`src/hw/rtl/lmps_pkg.sv`:
```
// Shared types and constants for the LED matrix PWM scanner.
package lmps_pkg;

	localparam int ROWS         = 8;
	localparam int COLUMNS      = 8;
	localparam int MAX_PWM_BITS = 6;

	localparam int ROW_W    = 3;
	localparam int COL_W    = 3;
	localparam int BRIGHT_W = 7;
	localparam int SLOT_W   = 6;
	localparam int PWM_W    = 3;
	localparam int SLOTS_W  = 7;

	localparam logic [PWM_W-1:0] PWM_BITS_RESET = 3'd6;
	localparam logic [PWM_W-1:0] PWM_BITS_MIN   = 3'd1;
	localparam logic [PWM_W-1:0] PWM_BITS_MAX   = PWM_W'(MAX_PWM_BITS);

	typedef enum logic [0:0] {
		OP_WRITE = 1'b0,
		OP_TICK  = 1'b1
	} op_t;

	typedef struct packed {
		op_t                 operation;
		logic [ROW_W-1:0]    pixel_row;
		logic [COL_W-1:0]    pixel_column;
		logic [BRIGHT_W-1:0] brightness;
	} cmd_t;

	typedef struct packed {
		logic [COLUMNS-1:0] column_pattern;
		logic [ROWS-1:0]    row_select;
		logic [SLOT_W-1:0]  slot_index;
		logic               frame_end;
	} res_t;

endpackage

```
`src/hw/rtl/lmps_ram.sv`:
```
// Generic single-write, single-read RAM with registered read data.
module lmps_ram #(
	parameter int WIDTH = 8,
	parameter int DEPTH = 8
) (
	input  logic                     clk,
	input  logic                     we,
	input  logic [$clog2(DEPTH)-1:0] waddr,
	input  logic [WIDTH-1:0]         wdata,
	input  logic                     re,
	input  logic [$clog2(DEPTH)-1:0] raddr,
	output logic [WIDTH-1:0]         rdata
);

	logic [WIDTH-1:0] mem_q [DEPTH];

	always_ff @(posedge clk) begin
		if (we) begin
			mem_q[waddr] <= wdata;
		end
		if (re) begin
			rdata <= mem_q[raddr];
		end
	end

endmodule

```
`src/hw/rtl/led_matrix_pwm_scanner.sv`:
```
// LED matrix PWM scanner: 8x8 brightness store, row scan and slot compare.
//
// Usage:
//   cmd channel (cmd_valid / cmd_stall / cmd): a write item stores one pixel
//   brightness and gives no result; a tick item gives exactly one res item
//   with the column pattern, one-hot row select, slot index and frame end.
//   cfg channel (cfg_valid / cfg_ready / cfg_data): sets pwm_bits, the log2
//   of slots per row; 0 counts as 1 and values above 6 count as 6. cfg_ready
//   is always high; write it only while the block is idle.
//   A tick passes through a stage for the brightness RAM read and then a
//   stage for compare and output; res_stall can hold it between them.
//   Throughput: one item per cycle while the output is not held, set by the
//   RAM read port of the eight column banks, each read at the current row.
//   Reset: counters go to zero, pwm_bits to 6, and every pixel reads as zero
//   brightness until written (per-pixel written flags, no clearing pass).
//   When res_stall and res_valid are both high the output holds; the pipeline
//   stage behind it fills, and cmd_stall rises once both stages are full.
module led_matrix_pwm_scanner (
	input  logic                           clk,
	input  logic                           arst_n,
	input  logic                           cmd_valid,
	output logic                           cmd_stall,
	input  lmps_pkg::cmd_t                 cmd,
	output logic                           res_valid,
	input  logic                           res_stall,
	output lmps_pkg::res_t                 res,
	input  logic                           cfg_valid,
	output logic                           cfg_ready,
	input  logic [lmps_pkg::PWM_W-1:0]     cfg_data
);

	localparam int ROWS     = lmps_pkg::ROWS;
	localparam int COLUMNS  = lmps_pkg::COLUMNS;
	localparam int BRIGHT_W = lmps_pkg::BRIGHT_W;
	localparam int SLOT_W   = lmps_pkg::SLOT_W;
	localparam int SLOTS_W  = lmps_pkg::SLOTS_W;
	localparam int ROW_W    = lmps_pkg::ROW_W;
	localparam int PWM_W    = lmps_pkg::PWM_W;

	logic [PWM_W-1:0]              pwm_bits_q;
	logic [SLOT_W-1:0]             slot_q;
	logic [ROW_W-1:0]              row_q;
	logic [ROWS-1:0][COLUMNS-1:0]  written_q;

	logic                          valid_s1;
	logic [SLOT_W-1:0]             slot_s1;
	logic [ROW_W-1:0]              row_s1;
	logic [SLOTS_W-1:0]            slots_s1;
	logic                          frame_end_s1;
	logic [COLUMNS-1:0]            written_s1;
	logic [BRIGHT_W-1:0]           bright_s1 [COLUMNS];
	logic [BRIGHT_W-1:0]           level [COLUMNS];

	logic                          res_valid_q;
	lmps_pkg::res_t                res_q;

	logic                          cmd_acc;
	logic                          is_tick;
	logic                          is_write;
	logic                          s2_load;
	logic                          s1_free;
	logic [PWM_W-1:0]              pwm_eff;
	logic [SLOTS_W-1:0]            slots;
	logic                          last_slot;
	logic [COLUMNS-1:0]            pattern;

	assign cfg_ready = 1'b1;

	assign s2_load   = !res_valid_q || !res_stall;
	assign s1_free   = !valid_s1 || s2_load;
	assign cmd_stall = !s1_free;
	assign cmd_acc   = cmd_valid && s1_free;
	assign is_tick   = cmd_acc && (cmd.operation == lmps_pkg::OP_TICK);
	assign is_write  = cmd_acc && (cmd.operation == lmps_pkg::OP_WRITE);

	// Clamp pwm_bits into its legal range.
	always_comb begin
		if (pwm_bits_q < lmps_pkg::PWM_BITS_MIN) begin
			pwm_eff = lmps_pkg::PWM_BITS_MIN;
		end else if (pwm_bits_q > lmps_pkg::PWM_BITS_MAX) begin
			pwm_eff = lmps_pkg::PWM_BITS_MAX;
		end else begin
			pwm_eff = pwm_bits_q;
		end
	end

	assign slots     = SLOTS_W'(1) << pwm_eff;
	// A counter past the period after pwm_bits was lowered counts as the last slot.
	assign last_slot = {1'b0, slot_q} >= (slots - SLOTS_W'(1));

	always_ff @(posedge clk or negedge arst_n) begin
		if (!arst_n) begin
			pwm_bits_q <= lmps_pkg::PWM_BITS_RESET;
		end else if (cfg_valid && cfg_ready) begin
			pwm_bits_q <= cfg_data;
		end
	end

	always_ff @(posedge clk or negedge arst_n) begin
		if (!arst_n) begin
			slot_q <= '0;
			row_q  <= '0;
		end else if (is_tick) begin
			if (last_slot) begin
				slot_q <= '0;
				row_q  <= row_q + ROW_W'(1);
			end else begin
				slot_q <= slot_q + SLOT_W'(1);
			end
		end
	end

	always_ff @(posedge clk or negedge arst_n) begin
		if (!arst_n) begin
			written_q <= '0;
		end else if (is_write) begin
			written_q[cmd.pixel_row][cmd.pixel_column] <= 1'b1;
		end
	end

	// One bank per column, addressed by row, so a whole row is read together.
	for (genvar c = 0; c < COLUMNS; c++) begin : g_bank
		lmps_ram #(
			.WIDTH(BRIGHT_W),
			.DEPTH(ROWS)
		) u_bank (
			.clk  (clk),
			.we   (is_write && (cmd.pixel_column == lmps_pkg::COL_W'(c))),
			.waddr(cmd.pixel_row),
			.wdata(cmd.brightness),
			.re   (is_tick),
			.raddr(row_q),
			.rdata(bright_s1[c])
		);

		// An unwritten pixel has zero brightness.
		assign level[c] = written_s1[c] ? bright_s1[c] : '0;
	end

	always_ff @(posedge clk or negedge arst_n) begin
		if (!arst_n) begin
			valid_s1 <= 1'b0;
		end else if (s1_free) begin
			valid_s1 <= is_tick;
		end
	end

	always_ff @(posedge clk) begin
		if (is_tick) begin
			slot_s1      <= slot_q;
			row_s1       <= row_q;
			slots_s1     <= slots;
			frame_end_s1 <= last_slot && (row_q == ROW_W'(ROWS - 1));
			written_s1   <= written_q[row_q];
		end
	end

	// Column c is lit when brightness + slot reaches the slot count; column 0 is the MSB.
	always_comb begin
		pattern = '0;
		for (int c = 0; c < COLUMNS; c++) begin
			if ((BRIGHT_W + 1)'(level[c]) + (BRIGHT_W + 1)'(slot_s1)
			    >= (BRIGHT_W + 1)'(slots_s1)) begin
				pattern[COLUMNS - 1 - c] = 1'b1;
			end
		end
	end

	always_ff @(posedge clk or negedge arst_n) begin
		if (!arst_n) begin
			res_valid_q <= 1'b0;
		end else if (s2_load) begin
			res_valid_q <= valid_s1;
		end
	end

	always_ff @(posedge clk) begin
		if (s2_load && valid_s1) begin
			res_q.column_pattern <= pattern;
			res_q.row_select     <= ROWS'(1) << row_s1;
			res_q.slot_index     <= slot_s1;
			res_q.frame_end      <= frame_end_s1;
		end
	end

	assign res_valid = res_valid_q;
	assign res       = res_q;

endmodule
```
`config.mk`:
```
export PLATFORM = sky130hd
export DESIGN_NAME = led_matrix_pwm_scanner
export DESIGN_NICKNAME = d
export VERILOG_FILES = /design/src/hw/rtl/lmps_pkg.sv /design/src/hw/rtl/lmps_ram.sv /design/src/hw/rtl/led_matrix_pwm_scanner.sv
export SDC_FILE = /design/constraint.sdc
export NUM_CORES = 1
export LEC_CHECK = 0
export BUFFER_PORTS_ARGS = -buffer_cell sky130_fd_sc_hd__buf_2
export CAP_MARGIN = 20
export CORE_UTILIZATION = 50
export CTS_CLUSTER_DIAMETER = 40
export DETAILED_ROUTE_END_ITERATION = 12
export PLACE_DENSITY = 0.78
export SETUP_SLACK_MARGIN = 0.4
export SLEW_MARGIN = 20
export SYNTH_ARGS = -nofsm -noshare
export SYNTH_HDL_FRONTEND = slang
export SYNTH_SLANG_ARGS = --single-unit
```
`constraint.sdc`:
```
create_clock -name clk -period 6.2 [get_ports clk]
set_input_delay 0.62 -clock clk [delete_from_list [all_inputs] [get_ports clk]]
set_output_delay 0.62 -clock clk [all_outputs]
set_load 0.01 [all_outputs]
```
==> impl_metrics.env, run 1 <==
export IMPL_syn2layout_area_growth_pct=12.6
export IMPL_outcome="complete, but fails checks"
export IMPL_root_buffer="clkbuf_16"
export IMPL_hp_class="in2reg"
export IMPL_clk_pin_slew_ns=0.06
export IMPL_drtIter0Drc=1155
export IMPL_cts_made_buffers=74
export IMPL_yosys_area_top_type="edfxtp_1"
export IMPL_rsz0062_at_grt="no"
export IMPL_r2r_cells=6
export IMPL_setup_ws_ns=2.81
export IMPL_crit_end="row_q[2]$_DFFE_PN0P_"
export IMPL_clkSinkCount=630
export IMPL_drive_gt1_share_pct=26.9
export IMPL_synthDominantCellAreaShare_pct=61.5
export IMPL_synth_edf_count=552
export IMPL_p_leak_uw=0.0110
export IMPL_cp_slowest_cell="clkinv_2"
export IMPL_grt_max_degree=68
export IMPL_finalSetupViolCount=0
export IMPL_fin_setup_tns_ns=0
export IMPL_grt_ovfl_total=0
export IMPL_num_antenna_cells=0
export IMPL_start_util_pct=51.0
export IMPL_die_height_um=234
export IMPL_start_kind="register"
export IMPL_finalMaxSlewViolations=0
export IMPL_cp_startpoint="res_valid$_DFFE_PN0P_"
export IMPL_end_kind="register"
export IMPL_worst_r2r_setup_slack_ns=2.81
export IMPL_drt_wl_total_mm=55.1
export IMPL_viasPerCell=5.91
export IMPL_slew_headroom_pct=26.3
export IMPL_port_buffers=46
export IMPL_finalNetCount=1731
export IMPL_sequential_cell_area_um2=18500
export IMPL_crit_type="reg2reg"
export IMPL_rows=84
export IMPL_fin_crit_sh_pct=54.7
export IMPL_postSynthCellCount=1498
export IMPL_cts_tree="built"
export IMPL_dpl_instance_area_um2=27900
export IMPL_synth_area_um2=26900
export IMPL_ys_seq_area_share_pct=68.8
export IMPL_dieArea_um2=54800
export IMPL_ys_types=45
export IMPL_ys_warn_count=0
export IMPL_required_ns=6.67
export IMPL_max_stage_delay_ns=0.76
export IMPL_powerDensity_nw_per_um2=406
export IMPL_tightest_slew_ns=1.11
export IMPL_critPathTopFamily="buffers and inverters"
export IMPL_fin_area_um2=30300
export IMPL_drt_wirelength_per_cell_um=23.6
export IMPL_cp_arrival_ns=3.86
export IMPL_ys_async_sr_fraction_pct=12.4
export IMPL_synth_main_ff_cell="edfxtp_1"
export IMPL_firstDrtPassIters=9
export IMPL_reg2reg_from="res_valid$_DFFE_PN0P_"
export IMPL_ant_nets=0
export IMPL_ys_ff_latch=630
export IMPL_hold_viol=0
export IMPL_grt_use_total_pct=20.9
export IMPL_dpl_hpwl_mm=33.2
export IMPL_cp_common_cell="nand3_1"
export IMPL_yosys_top_cells_area="edfxtp_1, mux4_2, dfrtp_1, ha_1, mux2_2"
export IMPL_r2r_end="row_q[2]$_DFFE_PN0P_"
export IMPL_max_vdd_ir_drop_mv=0.199
export IMPL_fillers=3767
export IMPL_clk_latency_ns=0.60
export IMPL_die_w_um=234
export IMPL_drv_cap=0
export IMPL_place_gp_congestion=0.830
export IMPL_avgSynthCellArea_um2=18.0
export IMPL_io_pins=48
export IMPL_place_inst=2198
export IMPL_drc_errors=4
export IMPL_grt_first_pass_wirelength_mm=84.9
export IMPL_dp_slack_ns=2.49
export IMPL_multiInputGateArea_um2=8060
export IMPL_crit_buf_inv=2
export IMPL_cp_max_fo=45
export IMPL_cts_max_path_buffers=3
export IMPL_period_needed_ns=3.39
export IMPL_violations="DRC"
export IMPL_grt_pass1_vias=14200
export IMPL_fmax_mhz=295
export IMPL_h_tree_depth=3
export IMPL_cp_depth=6
export IMPL_clock_skew_ns=0.0264
export IMPL_post_cts_setup_buffer_count=0
export IMPL_antenna_found_initial=0
export IMPL_path_cells="nand3_1, nand3_1, clkinv_2, buf_4, nand2_1, mux2_2"
export IMPL_core_area_um2=52900
export IMPL_stdcell_count=2334
export IMPL_vias=13800
==> layer usage <==
metal / part of all wire, % / track usage [%] / up-vias
met5: 0 / 0 / -
li1: - / - / 6077
met2: 49 / 33.8 / 490
met4: 2.3 / 7.06 / 0
met1: 42 / 29.2 / 7143
met3: 6.2 / 3.20 / 87
==> per-stage QoR <==
stage	utilization, %	hold WS [ns]	total power (uW)
3_3_place_gp	52.7	0.414	8050
2_1_floorplan	-	0.324	7440
5_1_grt	57.4	0.251	12800
6_report	57.4	0.225	12300
4_1_cts	57.4	0.203	12400
3_5_place_dp	52.7	0.419	8130
==> logic make-up after synthesis <==
family | after synthesis | share of synthesized area (%)
DFF | 630 | 68.8
and+or+nand+nor | 281 | 5.44
muxes | 196 | 13.5
AOI/OAI and AO/OA | 164 | 3.93
adders and majority gates | 122 | 5.89
buffers and inverters | 70 | 1.35
xor gates and xnor gates | 33 | 1.07
other | 2 | 0.0279
==> report_power, final <==
group / leakage (uW) / total [uW] / internal [uW] / switching (uW)
clock: 0.00116 / 4280 / 2550 / 1730
combinational: 0.00377 / 2820 / 1490 / 1340
sequential: 0.00602 / 5230 / 4940 / 286
total: 0.0110 / 12300 / 8980 / 3350
==> state kept, by name (all words and copies together), names as in the netlist <==
signal	count
valid_s1	1
frame_end_s1	1
written_q	64
g_bank.u_bank.mem_q	448
g_bank.u_bank.rdata	56
slot_q	6
slot_s1	6
pwm_bits_q	3
res	23
row_q	3
row_s1	3
written_s1	8
slots_s1	7
res_valid	1
==> worst min path at each step <==
stage	from	endpoint	slack, ns	depth (start not counted)
after floorplan	arst_n	pwm_bits_q[0]$_DFFE_PN0P_	0.32	0
after global placement	frame_end_s1$_DFFE_PP_	res[0]$_DFFE_PP_	0.41	0
after detailed placement	frame_end_s1$_DFFE_PP_	res[0]$_DFFE_PP_	0.42	0
after CTS	cfg_valid	pwm_bits_q[2]$_DFFE_PN1P_	0.20	2
after global routing	cfg_data[1]	pwm_bits_q[1]$_DFFE_PN1P_	0.25	2
final	cfg_valid	pwm_bits_q[2]$_DFFE_PN1P_	0.23	2
==> layout make-up <==
| type | instances | share of cell area (%) |
|---|---|---|
| sequential | 630 | 61.1 |
| multi-input combinational | 799 | 26.6 |
| clock buffer | 92 | 6.49 |
| tap | 688 | 2.84 |
| clock inverter | 43 | 1.57 |
| timing repair buffer | 55 | 1.10 |
| inverter | 27 | 0.338 |
==> cell usage in the layout, fill, tap and decap left out, drive strengths merged, types with 49 or more instances in the layout <==
cell type	n
edfxtp	552
mux4	128
ha	114
nor2	92
clkbuf	92
dfrtp	76
mux2	68
or2	64
buf	54
a21oi	52
and2	49
==> synth_stat cells, drive strengths merged, types with 4 or more instances <==
| cell type | n |
|---|---|
| mux4 | 128 |
| a21oi | 52 |
| nor3b | 5 |
| inv | 27 |
| nor2 | 92 |
| mux2 | 68 |
| nand3 | 8 |
| edfxtp | 552 |
| o21a | 16 |
| o211ai | 8 |
| or2 | 64 |
| buf | 29 |
| o21bai | 8 |
| o21ai | 25 |
| nand3b | 4 |
| xor2 | 16 |
| a211oi | 16 |
| xnor2 | 17 |
| clkbuf | 14 |
| nand2 | 32 |
| fa | 8 |
| and2 | 49 |
| nor3 | 4 |
| a211o | 16 |
| nand2b | 9 |
| a21o | 20 |
| dfrtp | 76 |
| ha | 114 |
==> timing repair <==
| item | 4_1_cts | 5_1_grt |
|---|---|---|
| resized for setup | 0 | 0 |
| setup endpoints to repair | 0 | 0 |
| hold buffers | 1 | 0 |
| hold endpoints to repair | 24 | 0 |
No activity file was read; power rests on OpenSTA's default activity.
==> inputs of run 2 (changes only) <==
PLACE_DENSITY = 0.8   (was 0.78)
clock period = 2.8 ns   (was 6.2 ns; I/O delays follow)
==> impl_metrics.env, run 2 (same netlist as run 1, synthesis figures left out) <==
export IMPL_fin_setup_tns_ns=-0.0503
export IMPL_grt_max_degree=68
export IMPL_comb_power_share_pct=26.3
export IMPL_port_buffers=46
export IMPL_power_frac_seq_pct=40.3
export IMPL_place_inst=2304
export IMPL_clk_latency_ns=0.61
export IMPL_largest_register_ffs=448
export IMPL_violations="setup timing"
export IMPL_viasPerCell=5.91
export IMPL_cts_made_buffers=72
export IMPL_core_area_um2=52900
export IMPL_cp_max_fo=4
export IMPL_place_gp_congestion=0.776
export IMPL_top_register="g_bank.u_bank.mem_q"
export IMPL_io_pins=48
export IMPL_firstDrtPassIters=6
export IMPL_finalNetCount=1854
export IMPL_dp_slack_ns=-0.0695
export IMPL_rsz0062_at_grt="yes"
export IMPL_die_height_um=234
export IMPL_tightest_slew_ns=0.758
export IMPL_finalSetupViolCount=2
export IMPL_fmax_mhz=352
export IMPL_highest_layer="met4"
export IMPL_top_regs="g_bank.u_bank.mem_q: 448 flops, written_q: 64 flops, g_bank.u_bank.rdata: 56 flops"
export IMPL_end_kind="register"
export IMPL_p_switching_uw=7680
export IMPL_drtIter0Drc=1349
export IMPL_drv_cap=0
export IMPL_hold_viol=0
export IMPL_root_buffer="clkbuf_16"
export IMPL_rows=84
export IMPL_clk_pin_slew_ns=0.07
export IMPL_setup_ws_ns=-0.0384
export IMPL_stdcell_count=2456
export IMPL_wl_met3_mm=3.48
export IMPL_finalPower_uw=28000
export IMPL_ant_nets=0
export IMPL_grt_pass1_vias=15200
export IMPL_max_vdd_ir_drop_mv=0.469
export IMPL_outcome="complete, but fails checks"
export IMPL_wl_met1_mm=24.2
export IMPL_fin_crit_sh_pct=101
export IMPL_finalMaxSlewViolations=0
export IMPL_start_util_pct=51.0
export IMPL_switching_share_pct=27.4
export IMPL_layout_common_cells="edfxtp_1, mux4_2, buf_4"
export IMPL_period_needed_ns=2.84
export IMPL_dieArea_um2=54800
export IMPL_final_common_cell="edfxtp_1"
export IMPL_dpl_hpwl_mm=35.8
export IMPL_syn2layout_area_growth_pct=18.4
export IMPL_crit_type="reg2reg"
export IMPL_p_int_uw=20400
export IMPL_cts_tree="built"
export IMPL_grt_ovfl_total=0
export IMPL_grt_use_total_pct=22.6
export IMPL_clkPwrFrac_pct=33.4
export IMPL_vias=14500
export IMPL_drc_errors=0
export IMPL_die_w_um=234
export IMPL_antenna_found_initial=0
export IMPL_clock_skew_ns=0.0325
export IMPL_wl_met2_mm=30.8
export IMPL_cp_arrival_ns=3.20
export IMPL_hp_class="in2reg"
export IMPL_start_kind="register"
export IMPL_drive_gt1_share_pct=36.4
export IMPL_required_ns=3.16
export IMPL_num_antenna_cells=0
export IMPL_cts_max_path_buffers=3
export IMPL_clkSinkCount=630
export IMPL_grt_first_pass_wirelength_mm=91.2
export IMPL_drt_wl_total_mm=60.0
export IMPL_drt_wirelength_per_cell_um=24.4
export IMPL_slew_headroom_pct=49.5
export IMPL_powerDensity_nw_per_um2=879
export IMPL_h_tree_depth=3
export IMPL_p_leak_uw=0.0117
run 2: cell count changes in the layout (fill, tap and decap cells not counted), moves of 9 or more:
cell and delta:
ha_1 -25, nor2_1 -12, buf_4 +98, a211oi_1 -9, o21ai_0 -12, a21oi_2 +15
ha_4 +21, buf_12 +9, nor2_2 +12, a21oi_1 -15
run 2: what timing repair did:
item | in CTS | in global routing
hold endpoints to repair | 33 | 0
buffers inserted | 9 | 4
endpoints found under the setup margin | 8 | 16
gates resized for setup | 57 | 41
hold buffers | 6 | 0
gates cloned | 1 | 0
pin swaps | 41 | 36
run 2: layer usage:
layer	global-route usage (%)	vias up
met5	0	-
met4	8.04	0
met3	3.30	109
met2	38.4	552
met1	29.7	7529
li1	-	6330
run 2: per-stage QoR:
| stage | utilization, % | area [um^2] | hold WS, ns |
|---|---|---|---|
| 2_1_floorplan | - | 27000 | -0.0156 |
| 3_3_place_gp | 54.6 | 28800 | 0.272 |
| 3_5_place_dp | 54.6 | 28800 | 0.285 |
| 4_1_cts | 59.9 | 31700 | 0.0403 |
| 5_1_grt | 60.4 | 31900 | 0.0491 |
| 6_report | 60.4 | 31900 | 0.0649 |
run 2: worst max-delay path: stages (launching register included):
cell,delay [ns]
edfxtp_1,0.43
buf_4,0.16
and2_1,0.17
ha_4,0.31
o21ai_2,0.07
nor2_1,0.25
buf_4,0.17
nor2_1,0.04
ha_1,0.30
o21a_1,0.11
a21oi_1,0.16
o21ai_0,0.11
a211o_1,0.30
run 2: area by class of cell:
cell class / instances / area, um^2
fill: 3594 / 21000
clock buffer: 99 / 2030
tap: 688 / 861
timing repair buffer: 180 / 1420
clock inverter: 33 / 388
inverter: 27 / 105
sequential: 630 / 18500
multi-input combinational: 799 / 8570
run 2: worst paths after layout:
path | from | end | cells past startpoint | slack (ns)
worst max-delay path | written_s1[2]$_DFFE_PP_ | res[20]$_DFFE_PP_ | 12 | -0.04
worst min-delay path | cmd[3] | g_bank[3].u_bank.mem_q[6][3]$_DFFE_PP_ | 1 | 0.06
worst max register to register | written_s1[2]$_DFFE_PP_ | res[20]$_DFFE_PP_ | 12 | -0.04
worst min register to register | frame_end_s1$_DFFE_PP_ | res[0]$_DFFE_PP_ | 0 | 0.44
max in group asynchronous | arst_n | written_q[60]$_DFFE_PN0P_ | 3 | 1.92
min in group asynchronous | arst_n | written_q[6]$_DFFE_PN0P_ | 2 | 0.19
run 2: power by group through the flow:
stage	logic (uW)	registers, uW	clock network (uW)
CTS	7210	11300	9470
finish	7390	11300	9360
global placement	6710	11400	0
global route	7940	11300	9840
detailed placement	6900	11500	0
floorplan	5160	11300	0
